--- src/rtl/sdev_pkg.sv ---
// ----------------------------------------------------------------------------
// Sensor dump event decoder - shared definitions
// Widths, constants and the entry type carried from front to back.
// ----------------------------------------------------------------------------
package sdev_pkg;

	localparam int unsigned GROUP_COUNT_DEF = 5;
	localparam int unsigned BYTE_W          = 8;
	localparam int unsigned GROUP_W         = 3;
	localparam int unsigned NUMBER_W        = 5;
	localparam int unsigned CODE_W          = 9;
	localparam int unsigned COUNT_W         = 16;
	localparam int unsigned GROUP_MULT      = 100;
	localparam int unsigned BIT_IDX_W       = 3;

	typedef struct packed {
		logic [BYTE_W-1:0]  report_byte;
		logic [GROUP_W-1:0] group;
		logic               half;
	} q_entry_t;

	// Handshake between a producer and the entry queue
	typedef struct packed {
		logic     wr;
		q_entry_t entry;
	} q_push_t;

endpackage

--- src/rtl/sdev_front.sv ---
// ----------------------------------------------------------------------------
// Sensor dump event decoder - front end
// Accepts report bytes, tags each with its group and half, advances position.
// ----------------------------------------------------------------------------
module sdev_front #(
	parameter int unsigned GROUP_COUNT = sdev_pkg::GROUP_COUNT_DEF
) (
	input  logic                           clk,
	input  logic                           arst_n,
	input  logic                           push,
	input  logic [sdev_pkg::BYTE_W-1:0]    report_byte,
	input  logic                           q_full,
	output sdev_pkg::q_push_t              q_push
);

	logic [sdev_pkg::GROUP_W-1:0] group_q;
	logic                         half_q;
	logic                         accept;
	logic [sdev_pkg::GROUP_W:0]   group_inc;

	assign accept    = push && !q_full;
	assign group_inc = {1'b0, group_q} + {{sdev_pkg::GROUP_W{1'b0}}, 1'b1};

	assign q_push.wr                = accept;
	assign q_push.entry.report_byte = report_byte;
	assign q_push.entry.group       = group_q;
	assign q_push.entry.half        = half_q;

	// Advance the position once per accepted byte; wrap after the last group
	always_ff @(posedge clk or negedge arst_n) begin
		if (!arst_n) begin
			group_q <= '0;
			half_q  <= 1'b0;
		end else if (accept) begin
			if (!half_q) begin
				half_q <= 1'b1;
			end else begin
				half_q <= 1'b0;
				if (group_inc >= (sdev_pkg::GROUP_W+1)'(GROUP_COUNT)) begin
					group_q <= '0;
				end else begin
					group_q <= group_inc[sdev_pkg::GROUP_W-1:0];
				end
			end
		end
	end

endmodule

--- src/rtl/sdev_queue.sv ---
// ----------------------------------------------------------------------------
// Sensor dump event decoder - entry queue
// Two-entry register queue decoupling the front end from the back end.
// ----------------------------------------------------------------------------
module sdev_queue (
	input  logic                clk,
	input  logic                arst_n,
	input  sdev_pkg::q_push_t   q_push,
	output logic                q_full,
	input  logic                rd,
	output logic                q_valid,
	output sdev_pkg::q_entry_t  head
);

	sdev_pkg::q_entry_t entry_q [2];
	logic               wr_ptr_q;
	logic               rd_ptr_q;
	logic [1:0]         cnt_q;
	logic               do_rd;

	assign q_full  = (cnt_q == 2'd2);
	assign q_valid = (cnt_q != 2'd0);
	assign head    = entry_q[rd_ptr_q];
	assign do_rd   = rd && q_valid;

	always_ff @(posedge clk) begin
		if (q_push.wr) begin
			entry_q[wr_ptr_q] <= q_push.entry;
		end
	end

	always_ff @(posedge clk or negedge arst_n) begin
		if (!arst_n) begin
			wr_ptr_q <= 1'b0;
			rd_ptr_q <= 1'b0;
			cnt_q    <= 2'd0;
		end else begin
			if (q_push.wr) begin
				wr_ptr_q <= !wr_ptr_q;
			end
			if (do_rd) begin
				rd_ptr_q <= !rd_ptr_q;
			end
			case ({q_push.wr, do_rd})
				2'b10:   cnt_q <= cnt_q + 2'd1;
				2'b01:   cnt_q <= cnt_q - 2'd1;
				default: cnt_q <= cnt_q;
			endcase
		end
	end

endmodule

--- src/rtl/sdev_back.sv ---
// ----------------------------------------------------------------------------
// Sensor dump event decoder - back end
// Scans one byte a bit per cycle unless a held event stalls it, drops repeats, counts and emits events.
// ----------------------------------------------------------------------------
module sdev_back (
	input  logic                              clk,
	input  logic                              arst_n,
	input  logic                              q_valid,
	input  sdev_pkg::q_entry_t                head,
	output logic                              q_rd,
	input  logic                              pop,
	output logic                              empty,
	output logic [sdev_pkg::GROUP_W-1:0]      sensor_group,
	output logic [sdev_pkg::NUMBER_W-1:0]     sensor_number,
	output logic [sdev_pkg::CODE_W-1:0]       sensor_code,
	output logic [sdev_pkg::COUNT_W-1:0]      event_count,
	output logic                              last_of_run
);

	localparam int unsigned PROD_W = sdev_pkg::CODE_W + 1;

	logic [sdev_pkg::BYTE_W-1:0]   mask_q;
	logic [sdev_pkg::GROUP_W-1:0]  grp_q;
	logic                          half_q;
	logic [sdev_pkg::CODE_W-1:0]   last_code_q;
	logic [sdev_pkg::COUNT_W-1:0]  count_q;

	logic                          ovalid_q;
	logic [sdev_pkg::GROUP_W-1:0]  ogrp_q;
	logic [sdev_pkg::NUMBER_W-1:0] onum_q;
	logic [sdev_pkg::CODE_W-1:0]   ocode_q;
	logic [sdev_pkg::COUNT_W-1:0]  ocnt_q;
	logic                          olast_q;

	logic                          have;
	logic [sdev_pkg::BIT_IDX_W-1:0] hi_idx;
	logic [sdev_pkg::BYTE_W-1:0]   hi_bit;
	logic [sdev_pkg::BYTE_W-1:0]   rest;
	logic [sdev_pkg::NUMBER_W-1:0] number;
	logic [PROD_W-1:0]             code_full;
	logic [sdev_pkg::CODE_W-1:0]   code;
	logic                          dup;
	logic                          pop_ok;
	logic                          out_free;
	logic                          emit;
	logic                          step;
	logic [sdev_pkg::COUNT_W-1:0]  count_next;

	assign have = (mask_q != '0);

	// Highest set bit is the next sensor in report order
	always_comb begin
		hi_idx = '0;
		for (int i = 0; i < int'(sdev_pkg::BYTE_W); i++) begin
			if (mask_q[i]) begin
				hi_idx = sdev_pkg::BIT_IDX_W'(i);
			end
		end
	end

	assign hi_bit    = sdev_pkg::BYTE_W'(1) << hi_idx;
	assign rest      = mask_q & ~hi_bit;
	assign number    = {1'b0, half_q, ~hi_idx} + sdev_pkg::NUMBER_W'(1);
	assign code_full = PROD_W'(grp_q) * PROD_W'(sdev_pkg::GROUP_MULT)
	                 + PROD_W'(number);
	assign code      = code_full[sdev_pkg::CODE_W-1:0];
	assign dup       = (count_q != '0) && (code == last_code_q);

	assign pop_ok   = pop && ovalid_q;
	assign out_free = !ovalid_q || pop_ok;
	assign step     = have && (dup || out_free);
	assign emit     = have && !dup && out_free;
	assign q_rd     = !have && q_valid;

	assign count_next = (count_q == '1) ? count_q : count_q + sdev_pkg::COUNT_W'(1);

	always_ff @(posedge clk or negedge arst_n) begin
		if (!arst_n) begin
			mask_q      <= '0;
			last_code_q <= '0;
			count_q     <= '0;
			ovalid_q    <= 1'b0;
		end else begin
			if (q_rd) begin
				mask_q <= head.report_byte;
			end else if (step) begin
				mask_q <= rest;
			end
			if (emit) begin
				last_code_q <= code;
				count_q     <= count_next;
				ovalid_q    <= 1'b1;
			end else if (pop_ok) begin
				ovalid_q    <= 1'b0;
			end
		end
	end

	always_ff @(posedge clk) begin
		if (q_rd) begin
			grp_q  <= head.group;
			half_q <= head.half;
		end
		if (emit) begin
			ogrp_q  <= grp_q;
			onum_q  <= number;
			ocode_q <= code;
			ocnt_q  <= count_next;
			// later bits of this byte can never repeat this code
			olast_q <= (rest == '0);
		end
	end

	assign empty         = !ovalid_q;
	assign sensor_group  = ogrp_q;
	assign sensor_number = onum_q;
	assign sensor_code   = ocode_q;
	assign event_count   = ocnt_q;
	assign last_of_run   = olast_q;

endmodule

--- src/rtl/sensor_dump_event_decoder_unit.sv ---
// ----------------------------------------------------------------------------
// Sensor dump event decoder - top level
// Turns sensor report bytes into a stream of deduplicated sensor events.
// ----------------------------------------------------------------------------
// Usage:
//   Input channel: drive report_byte with push; a transaction completes on a
//   rising edge with push high and full low. Bytes follow the report order,
//   group A first half, group A second half, group B and so on, wrapping
//   after the last group.
//   Result channel: while empty is low the oldest event sits on the sensor_*,
//   event_count and last_of_run ports; pulse pop to take it. last_of_run
//   marks the final event caused by one byte.
//   Timing: a byte passes the queue, the back end's scan register and its
//   output register before its first event shows. The back end scans one
//   set bit per cycle while pop keeps up, and loads each byte as a separate
//   step before the scan; it takes no new byte until the last one is fully
//   scanned, so the bit scan sets the rate. A two-entry queue lets the front keep taking bytes meanwhile.
//   Stall: when pop stays low the event holds on the ports, the scan stops
//   at the next event and the queue fills, then full rises.
//   Reset: arst_n clears position to group A first half, empties the queue
//   and output, and forgets the last code and the event count.
// ----------------------------------------------------------------------------
module sensor_dump_event_decoder_unit #(
	parameter int unsigned GROUP_COUNT = sdev_pkg::GROUP_COUNT_DEF
) (
	input  logic                              clk,
	input  logic                              arst_n,
	input  logic                              push,
	output logic                              full,
	input  logic [sdev_pkg::BYTE_W-1:0]       report_byte,
	output logic                              empty,
	input  logic                              pop,
	output logic [sdev_pkg::GROUP_W-1:0]      sensor_group,
	output logic [sdev_pkg::NUMBER_W-1:0]     sensor_number,
	output logic [sdev_pkg::CODE_W-1:0]       sensor_code,
	output logic [sdev_pkg::COUNT_W-1:0]      event_count,
	output logic                              last_of_run
);

	sdev_pkg::q_push_t  q_push;
	sdev_pkg::q_entry_t q_head;
	logic               q_full;
	logic               q_valid;
	logic               q_rd;

	// Front: take bytes and tag them with their report position
	sdev_front #(
		.GROUP_COUNT(GROUP_COUNT)
	) u_front (
		.clk        (clk),
		.arst_n     (arst_n),
		.push       (push),
		.report_byte(report_byte),
		.q_full     (q_full),
		.q_push     (q_push)
	);

	// Queue: hold tagged bytes until the back end drains them
	sdev_queue u_queue (
		.clk    (clk),
		.arst_n (arst_n),
		.q_push (q_push),
		.q_full (q_full),
		.rd     (q_rd),
		.q_valid(q_valid),
		.head   (q_head)
	);

	// Back: scan bits, drop repeats, count and present events
	sdev_back u_back (
		.clk          (clk),
		.arst_n       (arst_n),
		.q_valid      (q_valid),
		.head         (q_head),
		.q_rd         (q_rd),
		.pop          (pop),
		.empty        (empty),
		.sensor_group (sensor_group),
		.sensor_number(sensor_number),
		.sensor_code  (sensor_code),
		.event_count  (event_count),
		.last_of_run  (last_of_run)
	);

	assign full = q_full;

endmodule

--- config.mk ---
export PLATFORM = sky130hd
export DESIGN_NAME = sensor_dump_event_decoder_unit
export DESIGN_NICKNAME = d
export VERILOG_FILES = /design/src/rtl/sdev_pkg.sv /design/src/rtl/sdev_front.sv /design/src/rtl/sdev_queue.sv /design/src/rtl/sdev_back.sv /design/src/rtl/sensor_dump_event_decoder_unit.sv
export SDC_FILE = /design/constraint.sdc
export NUM_CORES = 1
export LEC_CHECK = 0
export BUFFER_PORTS_ARGS = -buffer_cell sky130_fd_sc_hd__buf_2
export CORE_ASPECT_RATIO = 1.25
export CORE_MARGIN = 1
export CORE_UTILIZATION = 45
export DETAILED_ROUTE_END_ITERATION = 12
export SLEW_MARGIN = 0
export SYNTH_ARGS = -nofsm -noshare
export SYNTH_HDL_FRONTEND = slang
export SYNTH_HIERARCHICAL = 1
export SYNTH_SLANG_ARGS = --single-unit
--- constraint.sdc ---
create_clock -name clk -period 3.83 [get_ports clk]
set_input_delay 0.5745 -clock clk [delete_from_list [all_inputs] [get_ports clk]]
set_output_delay 0.5745 -clock clk [all_outputs]
set_load 0.02 [all_outputs]
==> metrics.cfg <==
[logic_synthesis]
synth_cell_type_count = 58
ys_async_sr_fraction_pct = 41.2
synth.cell_area_sq_um = 4860
ys_ff_latch = 102
yosysWarnings = 6
synth_edf_count = 60
synthFlopType = edfxtp_1
synth-seq-area-share_pct = 58.6
syn_area_per_cell_sq_um = 13.4
synth_top_cell_by_area = edfxtp_1
synthTopCellsByArea = edfxtp_1 (37%), dfrtp_1 (22%), ha_1 (4.1%)
netlist_instances = 364
synth_top_area_share_pct = 37.0
synth.net_count = 393

[grt]
antenna_found_initial = 0
top_usage_layer = met2
grt_max_degree = 43
met3_usage_pct = 3.47
track_usage_pct = 16.1
grt_pass1_vias = 2848
grt_util_met1_pct = 18.6
met2_usage_pct = 27.2
grt_pass1_wl_mm = 13.5
grt_overflow = 0

[cells_and_area]
n_antenna_cell = 0
fillers = 914
drive_above_1_share_pct = 26.5
stdcell_count = 543
area_delta_synth_final_pct = 12.7
final_nets = 435

[setup_path]
worstReg2RegStart = u_back/mask_q[2]$_DFFE_PN0P_
worstRegToRegCells = 14
crit_fanout = 41
arrival_ns = 3.70
critical_path_class = reg -> reg
crit_path_start_kind = flip-flop
r2r_end = u_back/last_code_q[4]$_DFFE_PN0P_
regToRegSetupSlack_ns = 0.35
end_kind = flip-flop
cp.required_ns = 4.05

[clock_network]
cts_made_buffers = 9
h-tree-depth = 3
clk_latency_ns = 0.34
cts_tree = done
cts_root_buf = clkbuf_16
cts_sinks = 102
cts.path.max_buffers = 2
clk_pin_slew_ns = 0.07

[timing]
worst_slew_pin_slew_ns = 1.02
fin_tns_setup_ns = 0
rsz0062_at_grt = false
timing.final.max_slew_violations = 0
min_period_over_period_pct = 90.8
relSlewSlack_pct = 31.9
setup_violations = 0
layout_min_cycle_time_ns = 3.48
fmax_mhz = 288
fin_worst_skew_ns = 0.00715
hold_viol = 0

[drt]
vias = 2875
route.detailed.drc = 0
dr.pass1.iters = 4
vias_per_cell = 5.29
routed_wl_mm = 8.12
drtAntennaViolNets = 0
wl_per_cell_um = 15.0
drtIter0Drc = 128

[power_and_ir_drop]
leakage_nw = 2.35
powerDensity_nw_per_um2 = 667
peakVddDrop_mv = 0.324

[place]
gp_congestion = 0.800
placed_cells = 527
post-dp-hpwl_mm = 5.66
port_buffers = 47

[die]
io-pin-count = 48
die_y_um = 118
die_w_um = 95.0
row_count = 42
initial_utilization_pct = 46.1
core_area_sq_um = 10600
dieArea_sq_um = 11200

[status]
status = finished clean

[worst_hold_path]
hold_path_class = in -> async

[job]
maxCapViolCount = 0

cells by family (layout without fill, tap and decap cells):
logic type,Yosys count,in the layout,share of synthesized area (%)
flip-flops,102,102,58.6
AND/OR/NAND/NOR,95,95,11.6
buffers and inverters,44,91,4.81
XOR/XNOR,43,43,8.49
AO/OA/AOI/OAI,41,41,6.15
multiplexers,22,22,5.79
adder cells (fa/ha/maj),17,17,4.53
how the worst max path moves through the flow:
stage                                       from                           endpoint  slack [ns]  depth (start not counted)
floorplan           u_back/mask_q[6]$_DFFE_PN0P_     u_back/count_q[12]$_DFFE_PN0P_        0.37                         14
global placement    u_back/mask_q[7]$_DFFE_PN0P_     u_back/count_q[13]$_DFFE_PN0P_        0.27                         14
detailed placement  u_back/mask_q[7]$_DFFE_PN0P_  u_back/last_code_q[8]$_DFFE_PN0P_        0.20                         14
CTS                 u_back/mask_q[2]$_DFFE_PN0P_  u_back/last_code_q[5]$_DFFE_PN0P_        0.19                         14
global route        u_back/mask_q[6]$_DFFE_PN0P_  u_back/last_code_q[5]$_DFFE_PN0P_        0.12                         13
finish              u_back/mask_q[2]$_DFFE_PN0P_  u_back/last_code_q[4]$_DFFE_PN0P_        0.35                         14
cell usage after synthesis, drive strengths merged (5+ instances only):
master / n
a21oi: 9
a221o: 7
and2: 6
and3: 6
buf: 18
clkbuf: 5
dfrtp: 42
edfxtp: 60
ha: 16
inv: 21
mux2: 22
nand2: 15
nand3: 7
nand4: 5
nor2: 17
nor3: 12
nor4: 9
o21ai: 10
xnor2: 19
xor2: 22
routing by layer:
layer | wire (um) | vias to the layer above
met4 | 179 | 0
met3 | 244 | 10
met1 | 3480 | 1439
met5 | 0 | -
li1 | - | 1376
met2 | 4220 | 50
cells in the final DEF, fill, tap and decap left out, types with 3 or more instances in the layout:
cell,count
buf_4,7
clkinv_2,3
nor4_1,7
ha_1,16
edfxtp_1,60
and3_1,6
dfrtp_1,41
inv_1,20
mux2_4,9
a21oi_1,9
xnor2_1,19
clkbuf_16,9
a21boi_0,3
nand2_1,15
buf_2,47
nor2_1,17
xor2_1,21
nor4b_1,3
nand3_1,7
a221o_1,7
nand2b_1,3
nor3_1,11
nand4_1,5
mux2_2,13
and2_1,4
o21ai_0,7
state kept, by name, indices dropped and copies added, names as in the netlist, 2 cells and up:
name	flops
u_front/group_q	3
u_back/mask_q	8
u_queue/cnt_q	2
u_back/event_count	16
u_back/grp_q	3
u_queue/entry_q	24
u_back/sensor_number	5
u_back/last_code_q	9
u_back/sensor_group	3
u_back/sensor_code	7
u_back/count_q	16
report_power, final:
| group | total, mW | internal, mW | switching [mW] |
|---|---|---|---|
| clock | 0.910 | 0.539 | 0.372 |
| combinational | 1.04 | 0.475 | 0.567 |
| sequential | 1.70 | 1.50 | 0.208 |
cell type report:
| cell class | instances | area, sq um | area share (%) |
|---|---|---|---|
| sequential | 102 | 2850 | 52.1 |
| multi-input combinational | 218 | 1790 | 32.6 |
| timing repair buffer | 54 | 288 | 5.25 |
| clock buffer | 12 | 256 | 4.68 |
| tap | 132 | 165 | 3.01 |
| inverter | 21 | 86.3 | 1.58 |
| clock inverter | 4 | 45.0 | 0.822 |
metrics by stage:
| stage | total power [mW] | setup slack (ns) | area (sq um) | utilization [%] | hold WS, ns |
|---|---|---|---|---|---|
| finish | 3.66 | 0.354 | 5480 | 51.9 | 0.393 |
| floorplan | 2.51 | 0.373 | 4860 | - | 0.279 |
| global placement | 2.76 | 0.274 | 5170 | 48.9 | 0.471 |
| global route | 3.88 | 0.124 | 5480 | 51.9 | 0.411 |
| CTS | 3.71 | 0.186 | 5470 | 51.8 | 0.405 |
| detailed placement | 2.78 | 0.201 | 5170 | 48.9 | 0.476 |
critical path, cell delays in order, from the launching register on:
cell      delay [ns]
dfrtp_1         0.43
nor3_2          0.08
o211a_1         0.23
ha_1            0.31
ha_1            0.17
inv_1           0.06
fa_1            0.44
nor2b_4         0.15
o2111a_1        0.23
xor3_1          0.25
nor4_2          0.17
o311a_2         0.25
or2_4           0.15
inv_8           0.11
mux2_4          0.32
repair_timing:
action	in CTS	in global routing
buffers inserted	0	0
hold buffers	0	0
setup endpoints to repair	0	8
gates resized for setup	0	3
No activity file was read; power rests on OpenSTA's default activity.
